<file path="config.mk">
export PLATFORM = sky130hd
export DESIGN_NAME = dial_mask_matcher_flat
export DESIGN_NICKNAME = d
export VERILOG_FILES = /design/src/hw/rtl/dmm_pkg.sv /design/src/hw/rtl/dmm_if.sv /design/src/hw/rtl/dial_mask_matcher.sv /design/src/hw/rtl/dmm_digit_lane.sv /design/src/hw/rtl/dmm_id_lane.sv /design/src/hw/rtl/dmm_merge.sv /design/src/flat_wrapper.sv
export VERILOG_INCLUDE_DIRS = /design/src /design/src/hw/rtl
export SDC_FILE = /design/constraint.sdc
export NUM_CORES = 1
export LEC_CHECK = 0
export BUFFER_PORTS_ARGS = -buffer_cell sky130_fd_sc_hd__buf_2
export CAP_MARGIN = 20
export CORE_MARGIN = 2
export CORE_UTILIZATION = 35
export DETAILED_ROUTE_END_ITERATION = 6
export PLACE_DENSITY_LB_ADDON = 0.15
export SLEW_MARGIN = 40
export SYNTH_ARGS = -nofsm -noshare
export SYNTH_HDL_FRONTEND = slang
export SYNTH_SLANG_ARGS = --single-unit
</file>
<file path="constraint.sdc">
create_clock -name clk -period 1.7 [get_ports clk]
set_input_delay 0.17 -clock clk [delete_from_list [all_inputs] [get_ports clk]]
set_output_delay 0.17 -clock clk [all_outputs]
set_load 0.02 [all_outputs]
</file>
<file path="src/hw/rtl/dial_mask_matcher_defines.svh">
// Assertion macros shared by the dial mask matcher.
// Every macro expects clk and rst in the scope where it is used.
`ifndef DIAL_MASK_MATCHER_DEFINES_SVH
`define DIAL_MASK_MATCHER_DEFINES_SVH

// The consequent must hold in the same cycle as the antecedent.
`define DMM_ASSERT_SAME(label, ante, cons, msg) \
  label: assert property (@(posedge clk) disable iff (rst) (ante) |-> (cons)) \
    else $error(msg);

// The consequent must hold in the cycle after the antecedent.
`define DMM_ASSERT_NEXT(label, ante, cons, msg) \
  label: assert property (@(posedge clk) disable iff (rst) (ante) |=> (cons)) \
    else $error(msg);

`endif

</file>
<file path="src/hw/rtl/dmm_pkg.sv">
`default_nettype none

package dmm_pkg;

  localparam int DIGIT_W     = 4;
  localparam int DIGITS_W    = 64;
  localparam int COUNT_W     = 5;
  localparam int ID_W        = 16;
  localparam int ID_WORD_W   = 64;
  localparam int ALLOW_CNT_W = 4;
  localparam int VERDICT_W   = 2;
  localparam int CFG_DATA_W  = 64;
  localparam int CFG_INDEX_W = 3;

  localparam logic [DIGIT_W-1:0] WILDCARD_CODE = 4'hF;

  typedef enum logic [VERDICT_W-1:0] {
    VERDICT_NOT_MATCH     = 2'd0,
    VERDICT_NOT_COMPLETED = 2'd1,
    VERDICT_COMPLETED     = 2'd2,
    VERDICT_NOT_ALLOWED   = 2'd3
  } verdict_t;

  typedef logic [CFG_INDEX_W-1:0] cfg_index_t;

  localparam cfg_index_t CFG_MASK_DIGITS      = 3'd0;
  localparam cfg_index_t CFG_MASK_LENGTH      = 3'd1;
  localparam cfg_index_t CFG_ALLOWED_IDS_LOW  = 3'd2;
  localparam cfg_index_t CFG_ALLOWED_IDS_HIGH = 3'd3;
  localparam cfg_index_t CFG_ALLOWED_COUNT    = 3'd4;

endpackage

`default_nettype wire

</file>
<file path="src/hw/rtl/dmm_if.sv">
`default_nettype none

// Input channel: one dialing snapshot per item.
interface dmm_in_if;
  import dmm_pkg::*;

  logic               valid;
  logic               ready;
  logic [DIGITS_W-1:0] dialed_digits;
  logic [COUNT_W-1:0]  dialed_count;
  logic [ID_W-1:0]     caller_id;

  modport source (output valid, output dialed_digits, output dialed_count,
                  output caller_id, input ready);
  modport sink   (input valid, input dialed_digits, input dialed_count,
                  input caller_id, output ready);
endinterface

// Output channel: one verdict per item.
interface dmm_out_if;
  import dmm_pkg::*;

  logic     valid;
  logic     ready;
  verdict_t verdict;

  modport source (output valid, output verdict, input ready);
  modport sink   (input valid, input verdict, output ready);
endinterface

`default_nettype wire

</file>
<file path="src/hw/rtl/dial_mask_matcher.sv">
`default_nettype none

// Dial mask matcher. Each input item carries the digits dialed so far on a line, how many
// there are, and the caller's client id; the block answers every item with exactly one
// verdict: not_match, not_completed, completed or not_allowed. The mask, its length and
// the allow-list are set through the write port (index 0 mask digits, 1 mask length,
// 2 and 3 the allow-list words, 4 the allow-list count) and should be written only while
// no item is in flight. One item is taken every clock cycle unless a waiting verdict is
// not taken; the input stays ready while a finished verdict waits, if the output side
// takes it in the same cycle. A verdict appears in the output register the cycle after
// acceptance, from one register stage behind the parallel digit and id compare lanes.
`include "dial_mask_matcher_defines.svh"

module dial_mask_matcher #(
  parameter int MAX_DIGITS  = 16,
  parameter int MAX_CLIENTS = 8
) (
  input  wire logic                           clk,
  input  wire logic                           rst,
  input  wire logic                           cfg_we,
  input  wire logic [dmm_pkg::CFG_INDEX_W-1:0] cfg_index,
  input  wire logic [dmm_pkg::CFG_DATA_W-1:0]  cfg_data,
  dmm_in_if.sink                              in_ch,
  dmm_out_if.source                           out_ch
);
  import dmm_pkg::*;

  // Configuration registers, all cleared by reset.
  logic [DIGITS_W-1:0]    mask_digits;
  logic [COUNT_W-1:0]     mask_length;
  logic [ID_WORD_W-1:0]   allowed_ids_low;
  logic [ID_WORD_W-1:0]   allowed_ids_high;
  logic [ALLOW_CNT_W-1:0] allowed_count;

  always_ff @(posedge clk) begin
    if (rst) begin
      mask_digits      <= '0;
      mask_length      <= '0;
      allowed_ids_low  <= '0;
      allowed_ids_high <= '0;
      allowed_count    <= '0;
    end else if (cfg_we) begin
      case (cfg_index)
        CFG_MASK_DIGITS:      mask_digits      <= cfg_data;
        CFG_MASK_LENGTH:      mask_length      <= cfg_data[COUNT_W-1:0];
        CFG_ALLOWED_IDS_LOW:  allowed_ids_low  <= cfg_data;
        CFG_ALLOWED_IDS_HIGH: allowed_ids_high <= cfg_data;
        CFG_ALLOWED_COUNT:    allowed_count    <= cfg_data[ALLOW_CNT_W-1:0];
        default: begin
        end
      endcase
    end
  end

  // Lengths beyond what the lanes cover are clamped to the lane count.
  logic [COUNT_W-1:0]     mask_len_eff;
  logic [ALLOW_CNT_W-1:0] allow_cnt_eff;

  assign mask_len_eff  = (mask_length > COUNT_W'(MAX_DIGITS)) ?
                         COUNT_W'(MAX_DIGITS) : mask_length;
  assign allow_cnt_eff = (allowed_count > ALLOW_CNT_W'(MAX_CLIENTS)) ?
                         ALLOW_CNT_W'(MAX_CLIENTS) : allowed_count;

  // One digit lane per mask position; each flags a mismatch at its own position.
  logic [MAX_DIGITS-1:0] mismatch;

  for (genvar i = 0; i < MAX_DIGITS; i++) begin : g_digit
    dmm_digit_lane #(.POS(i)) u_lane (
      .mask_code    (mask_digits[i*DIGIT_W +: DIGIT_W]),
      .dialed_code  (in_ch.dialed_digits[i*DIGIT_W +: DIGIT_W]),
      .dialed_count (in_ch.dialed_count),
      .mismatch     (mismatch[i])
    );
  end

  // One id lane per allow-list entry; entries 0 to 3 sit in the low word.
  logic [2*ID_WORD_W-1:0] all_ids;
  logic [MAX_CLIENTS-1:0] hit;

  assign all_ids = {allowed_ids_high, allowed_ids_low};

  for (genvar k = 0; k < MAX_CLIENTS; k++) begin : g_id
    dmm_id_lane #(.IDX(k)) u_lane (
      .entry       (all_ids[k*ID_W +: ID_W]),
      .caller_id   (in_ch.caller_id),
      .allow_count (allow_cnt_eff),
      .hit         (hit[k])
    );
  end

  verdict_t verdict_next;

  dmm_merge #(
    .MAX_DIGITS  (MAX_DIGITS),
    .MAX_CLIENTS (MAX_CLIENTS)
  ) u_merge (
    .mismatch     (mismatch),
    .hit          (hit),
    .dialed_count (in_ch.dialed_count),
    .mask_len     (mask_len_eff),
    .verdict      (verdict_next)
  );

  // Output register. A new item may enter whenever the register is empty or
  // its verdict is being taken in the same cycle.
  logic     out_valid;
  verdict_t verdict;
  logic     in_accept;

  assign in_ch.ready    = !out_valid || out_ch.ready;
  assign in_accept      = in_ch.valid && in_ch.ready;
  assign out_ch.valid   = out_valid;
  assign out_ch.verdict = verdict;

  always_ff @(posedge clk) begin
    if (rst) begin
      out_valid <= 1'b0;
    end else if (in_accept) begin
      out_valid <= 1'b1;
    end else if (out_ch.ready) begin
      out_valid <= 1'b0;
    end
  end

  always_ff @(posedge clk) begin
    if (in_accept) begin
      verdict <= verdict_next;
    end
  end

  // An accepted item always leaves a verdict in the output register.
  `DMM_ASSERT_NEXT(a_accept_fills, in_accept, out_ch.valid, "accepted item produced no verdict")
  // Dialing past the mask length can never end in anything but a mismatch.
  `DMM_ASSERT_NEXT(a_long_dial, in_accept && (in_ch.dialed_count > mask_len_eff), out_ch.verdict == VERDICT_NOT_MATCH, "too many digits did not give not_match")
  // An empty output register never holds back the input.
  `DMM_ASSERT_SAME(a_ready_empty, !out_ch.valid, in_ch.ready, "input stalled with empty output")

endmodule

`default_nettype wire

</file>
<file path="src/hw/rtl/dmm_digit_lane.sv">
`default_nettype none

// Compares one dialed position with its mask code.
module dmm_digit_lane #(
  parameter int POS = 0
) (
  input  wire logic [dmm_pkg::DIGIT_W-1:0] mask_code,
  input  wire logic [dmm_pkg::DIGIT_W-1:0] dialed_code,
  input  wire logic [dmm_pkg::COUNT_W-1:0] dialed_count,
  output logic                             mismatch
);
  import dmm_pkg::*;

  logic active;

  // Only positions below the dialed count take part in the compare.
  assign active   = dialed_count > COUNT_W'(POS);
  assign mismatch = active && (mask_code != WILDCARD_CODE) && (mask_code != dialed_code);
endmodule

`default_nettype wire

</file>
<file path="src/hw/rtl/dmm_id_lane.sv">
`default_nettype none

// Compares the caller id with one allow-list entry.
module dmm_id_lane #(
  parameter int IDX = 0
) (
  input  wire logic [dmm_pkg::ID_W-1:0]        entry,
  input  wire logic [dmm_pkg::ID_W-1:0]        caller_id,
  input  wire logic [dmm_pkg::ALLOW_CNT_W-1:0] allow_count,
  output logic                                 hit
);
  import dmm_pkg::*;

  assign hit = (allow_count > ALLOW_CNT_W'(IDX)) && (entry == caller_id);
endmodule

`default_nettype wire

</file>
<file path="src/hw/rtl/dmm_merge.sv">
`default_nettype none

// Combines the digit and id lane results into one verdict.
module dmm_merge #(
  parameter int MAX_DIGITS  = 16,
  parameter int MAX_CLIENTS = 8
) (
  input  wire logic [MAX_DIGITS-1:0]       mismatch,
  input  wire logic [MAX_CLIENTS-1:0]      hit,
  input  wire logic [dmm_pkg::COUNT_W-1:0] dialed_count,
  input  wire logic [dmm_pkg::COUNT_W-1:0] mask_len,
  output dmm_pkg::verdict_t                verdict
);
  import dmm_pkg::*;

  logic too_long;
  logic full_length;

  assign too_long    = dialed_count > mask_len;
  assign full_length = dialed_count == mask_len;

  always_comb begin
    if (too_long || (|mismatch)) begin
      verdict = VERDICT_NOT_MATCH;
    end else if (!full_length) begin
      verdict = VERDICT_NOT_COMPLETED;
    end else if (|hit) begin
      verdict = VERDICT_COMPLETED;
    end else begin
      verdict = VERDICT_NOT_ALLOWED;
    end
  end
endmodule

`default_nettype wire
</file>
<file path="src/flat_wrapper.sv">
// flat-port wrapper written by rule: the top's interface ports become plain ports
module dial_mask_matcher_flat import dmm_pkg::*;
#(
  parameter int MAX_DIGITS  = 16,
  parameter int MAX_CLIENTS = 8
)
  (clk, rst, cfg_we, cfg_index, cfg_data, in_ch_valid, in_ch_dialed_digits, in_ch_dialed_count, in_ch_caller_id, in_ch_ready, out_ch_valid, out_ch_verdict, out_ch_ready);
  dmm_in_if in_ch_i ();
  dmm_out_if out_ch_i ();
  input  wire logic clk;
  input  wire logic rst;
  input  wire logic cfg_we;
  input  wire logic [dmm_pkg::CFG_INDEX_W-1:0] cfg_index;
  input  wire logic [dmm_pkg::CFG_DATA_W-1:0] cfg_data;
  input wire logic [$bits(in_ch_i.valid)-1:0] in_ch_valid;
  input wire logic [$bits(in_ch_i.dialed_digits)-1:0] in_ch_dialed_digits;
  input wire logic [$bits(in_ch_i.dialed_count)-1:0] in_ch_dialed_count;
  input wire logic [$bits(in_ch_i.caller_id)-1:0] in_ch_caller_id;
  output wire logic [$bits(in_ch_i.ready)-1:0] in_ch_ready;
  output wire logic [$bits(out_ch_i.valid)-1:0] out_ch_valid;
  output wire logic [$bits(out_ch_i.verdict)-1:0] out_ch_verdict;
  input wire logic [$bits(out_ch_i.ready)-1:0] out_ch_ready;
  assign in_ch_i.valid = in_ch_valid;
  assign in_ch_i.dialed_digits = in_ch_dialed_digits;
  assign in_ch_i.dialed_count = in_ch_dialed_count;
  assign in_ch_i.caller_id = in_ch_caller_id;
  assign in_ch_ready = in_ch_i.ready;
  assign out_ch_valid = out_ch_i.valid;
  assign out_ch_verdict = out_ch_i.verdict;
  assign out_ch_i.ready = out_ch_ready;
  dial_mask_matcher #(.MAX_DIGITS(MAX_DIGITS), .MAX_CLIENTS(MAX_CLIENTS)) u_core (.clk(clk), .rst(rst), .cfg_we(cfg_we), .cfg_index(cfg_index), .cfg_data(cfg_data), .in_ch(in_ch_i), .out_ch(out_ch_i));
endmodule
</file>
==> qor.csv <==
metric,value,unit
Ys Warns,0,
Crit path largest cell delay,550,ps
Cell variety after synth,41,
Num CTS Buffers,23,
Worst Tran Pin Value,572,ps
slowest CP cell,nor4_1,
Vias/cell,5.03,
Yosys top cell by area,dfxtp_1,
Vert. Die Dim,170,microns
Yosys top cell area share,0.419,
outcome,finished with violations,
Worst Path Max Fanout,2,
min Tclk post-route,1960,ps
total grt overflow,0,
Die W,170,microns
Layout Skew,11.5,ps
Worst Hold Endpoint,u_core.mask_length[3],
CP Capture Type,flop,
first-pass iteration count of the detailed router,5,
RSZ-0062 raised after global routing,true,
reg2reg end,u_core.out_ch.verdict[0],
Area contributors post-synth,"dfxtp_1, nand2_1, xnor2_1",
design area,13200,sq um
wire per inst,18.3,microns
"Reg clk slew, reported paths",70,ps
worst hold path class,input pin to flop,
total power,0.0115,W
full die area,28900,sq um
critical path type,flop to flop,
Worst Path Required,1970,ps
Placed Cells,1763,
antenna cells,0,
Syn Inst Count,1232,
clock root cell,clkbuf_16,
Crit path arrival time,2240,ps
Max H-tree Level,1,
syn_area_per_cell,7.84,sq um
largest net degree at the start of global routing,46,
Initial Util,0.357,
Slew Limit Fails,0,
clk buf depth,3,
final WL,34.2,mm
Hold Crit Depth,2,
final worst slack,-264,ps
Core Box Area,27000,sq um
# nets final,1675,
Tcrit/Tclk final,1.16,
Slew HR,0.615,
Sink Count,204,
io pins,161,
IO Port Bufs,160,
dpl cell area,11700,sq um
vias in the first global route,9090,
post-synthesis register bit count,204,
Max Cap Violations,0,
Skew-Pair Late Insertion Delay,520,ps
vias,9388,
Post-DP HPWL,25.0,mm
"non-filler cells, final",1867,
maximum vdd drop,0.000576,V
cell breakdown of the critical path,xnor2_1 -> nand4_1 -> nor4_1 -> a2111oi_4 -> a31oi_1 -> buf_4 -> nor3_1,
TritonCTS clock tree,yes,
first-pass GRT wire length,52.5,mm
Layout area overhead,37.1,%
post-place setup slack,-477,ps
fill cell count,2683,
WHS,24.9,ps
FF-to-FF path depth,7,
syn_nets,1394,
layout cells sized above 1,0.220,
Fin. Hold Viols,0,
R2R Setup Slk,-260,ps
fmax,0.509,GHz
sequential fraction of the synthesis area,0.425,
row count,60,
Total GRT Usage,0.235,
hold_sp,rst,
postcts setup bufs,0,
CP Launch Type,flop,
1st-iter DRT viols,641,
# DRC,0,
failing checks,setup timing,
PwrDens,871,nW/um^2
Final setup viols,2,
Routed Antenna Nets,0,
GP Congestion,0.879,
synthesized cell area,9650,sq um
initial antenna violation count,0,
Leak,5.02,nW
r2r startpoint,u_core.allowed_ids_high[19],
==> what timing repair did <==
action / in CTS / in global routing
hold endpoints to repair: 186 / 0
gates cloned: 0 / 0
setup endpoints to repair: 2 / 2
pin swaps: 8 / 1
gates resized for setup: 16 / 5
hold buffers: 66 / 0
==> per-stage QoR <==
| step | TNS (ps) | utilization |
|---|---|---|
| after floorplan | 0 | - |
| after global placement | -721 | 0.433 |
| after detailed placement | -816 | 0.433 |
| after CTS | -352 | 0.489 |
| after global routing | -591 | 0.490 |
| final | -394 | 0.490 |
==> Yosys cell counts <==
master / n
nand2b_1: 2
o41ai_1: 6
nor2_1: 18
xor2_1: 78
edfxtp_1: 2
a2111oi_2: 1
o21ai_1: 1
and4_1: 2
a211o_1: 1
dfxtp_1: 202
o21a_1: 1
clkbuf_1: 58
or2_2: 1
or3_1: 1
and2_1: 2
nor4_1: 22
a41oi_1: 5
a211oi_1: 2
or3_4: 1
nand2_1: 398
buf_2: 19
mux2i_1: 9
xnor2_1: 114
nand4_1: 38
ha_1: 5
and3_1: 3
buf_1: 5
o32ai_1: 1
a31oi_1: 3
buf_6: 1
a2111oi_0: 1
inv_1: 3
nor2b_1: 3
a21oi_2: 1
nor3_1: 5
o21ai_0: 7
nand3_1: 8
o211a_1: 1
o311ai_0: 2
a21oi_1: 198
a32o_1: 1
==> how the worst max path moves through the flow <==
stage / start / endpoint / slack [ps] / cells after the start
global route: u_core.allowed_ids_high[12] / u_core.out_ch.verdict[0] / -360 / 8
detailed placement: u_core.allowed_count[1] / u_core.out_ch.verdict[0] / -480 / 7
finish: u_core.allowed_ids_high[19] / u_core.out_ch.verdict[0] / -260 / 7
CTS: u_core.mask_digits[25] / u_core.out_ch.verdict[0] / -210 / 7
global placement: in_ch_caller_id[8] / u_core.out_ch.verdict[0] / -410 / 10
floorplan: u_core.mask_digits[37] / u_core.out_ch.verdict[0] / 4 / 7
==> sequential cells by signal (all words and copies together), names as in the netlist <==
register / flops
u_core.allowed_ids_low: 64
u_core.allowed_count: 4
u_core.out_ch.verdict: 2
u_core.mask_length: 5
u_core.allowed_ids_high: 64
u_core.out_ch.valid: 1
u_core.mask_digits: 64
==> placed cells by master, fill, tap and decap left out, types with 6 or more instances in the layout <==
cell type,count
a21oi_1,198
buf_12,24
buf_2,159
buf_4,89
clkbuf_16,23
dfxtp_1,198
dlygate4sd3_1,66
mux2i_1,9
nand2_1,397
nand3_1,7
nand4_1,38
nor2_1,17
nor4_1,15
nor4_2,7
o21ai_0,6
xnor2_1,114
xor2_1,78
==> where the power goes <==
part           internal [W]  switching, W  leakage [nW]
clock               0.00309       0.00202         0.381
sequential          0.00489     0.0000869          1.66
combinational      0.000699      0.000751          2.99
==> layout make-up <==
| type | instances | area, sq um | share of cell area |
|---|---|---|---|
| timing repair buffer | 339 | 2620 | 0.198 |
| clock buffer | 29 | 638 | 0.0482 |
| sequential | 204 | 4110 | 0.310 |
| inverter | 3 | 11.3 | 0.000851 |
| tap | 341 | 427 | 0.0322 |
| clock inverter | 9 | 124 | 0.00936 |
| multi-input combinational | 942 | 5320 | 0.401 |
==> worst max-delay path: cells and delay by family, from the launching register on <==
kind,cells,cell delay [ps]
AO/OA/AOI/OAI,2,340
AND/OR/NAND/NOR,3,710
buffers and inverters,1,150
XOR/XNOR,1,180
flip-flops,1,330
==> per-layer routing <==
layer | global-route usage | up-vias | part of all wire
li1 | - | 4643 | -
met1 | 0.339 | 4426 | 0.47
met2 | 0.369 | 276 | 0.45
met3 | 0.0363 | 43 | 0.064
met4 | 0.0513 | 0 | 0.017
met5 | 0 | - | 0
==> cell families (layout without fill, tap and decap cells) <==
group / Yosys count / in the layout / synth area share
AOI/OAI and AO/OA: 232 / 232 / 0.130
xor gates and xnor gates: 192 / 192 / 0.174
adders and majority gates: 5 / 5 / 0.00648
buffers and inverters: 86 / 380 / 0.0367
DFF: 204 / 204 / 0.425
muxes: 9 / 9 / 0.00933
and+or+nand+nor: 504 / 504 / 0.218
No activity file was read; power rests on OpenSTA's default activity.
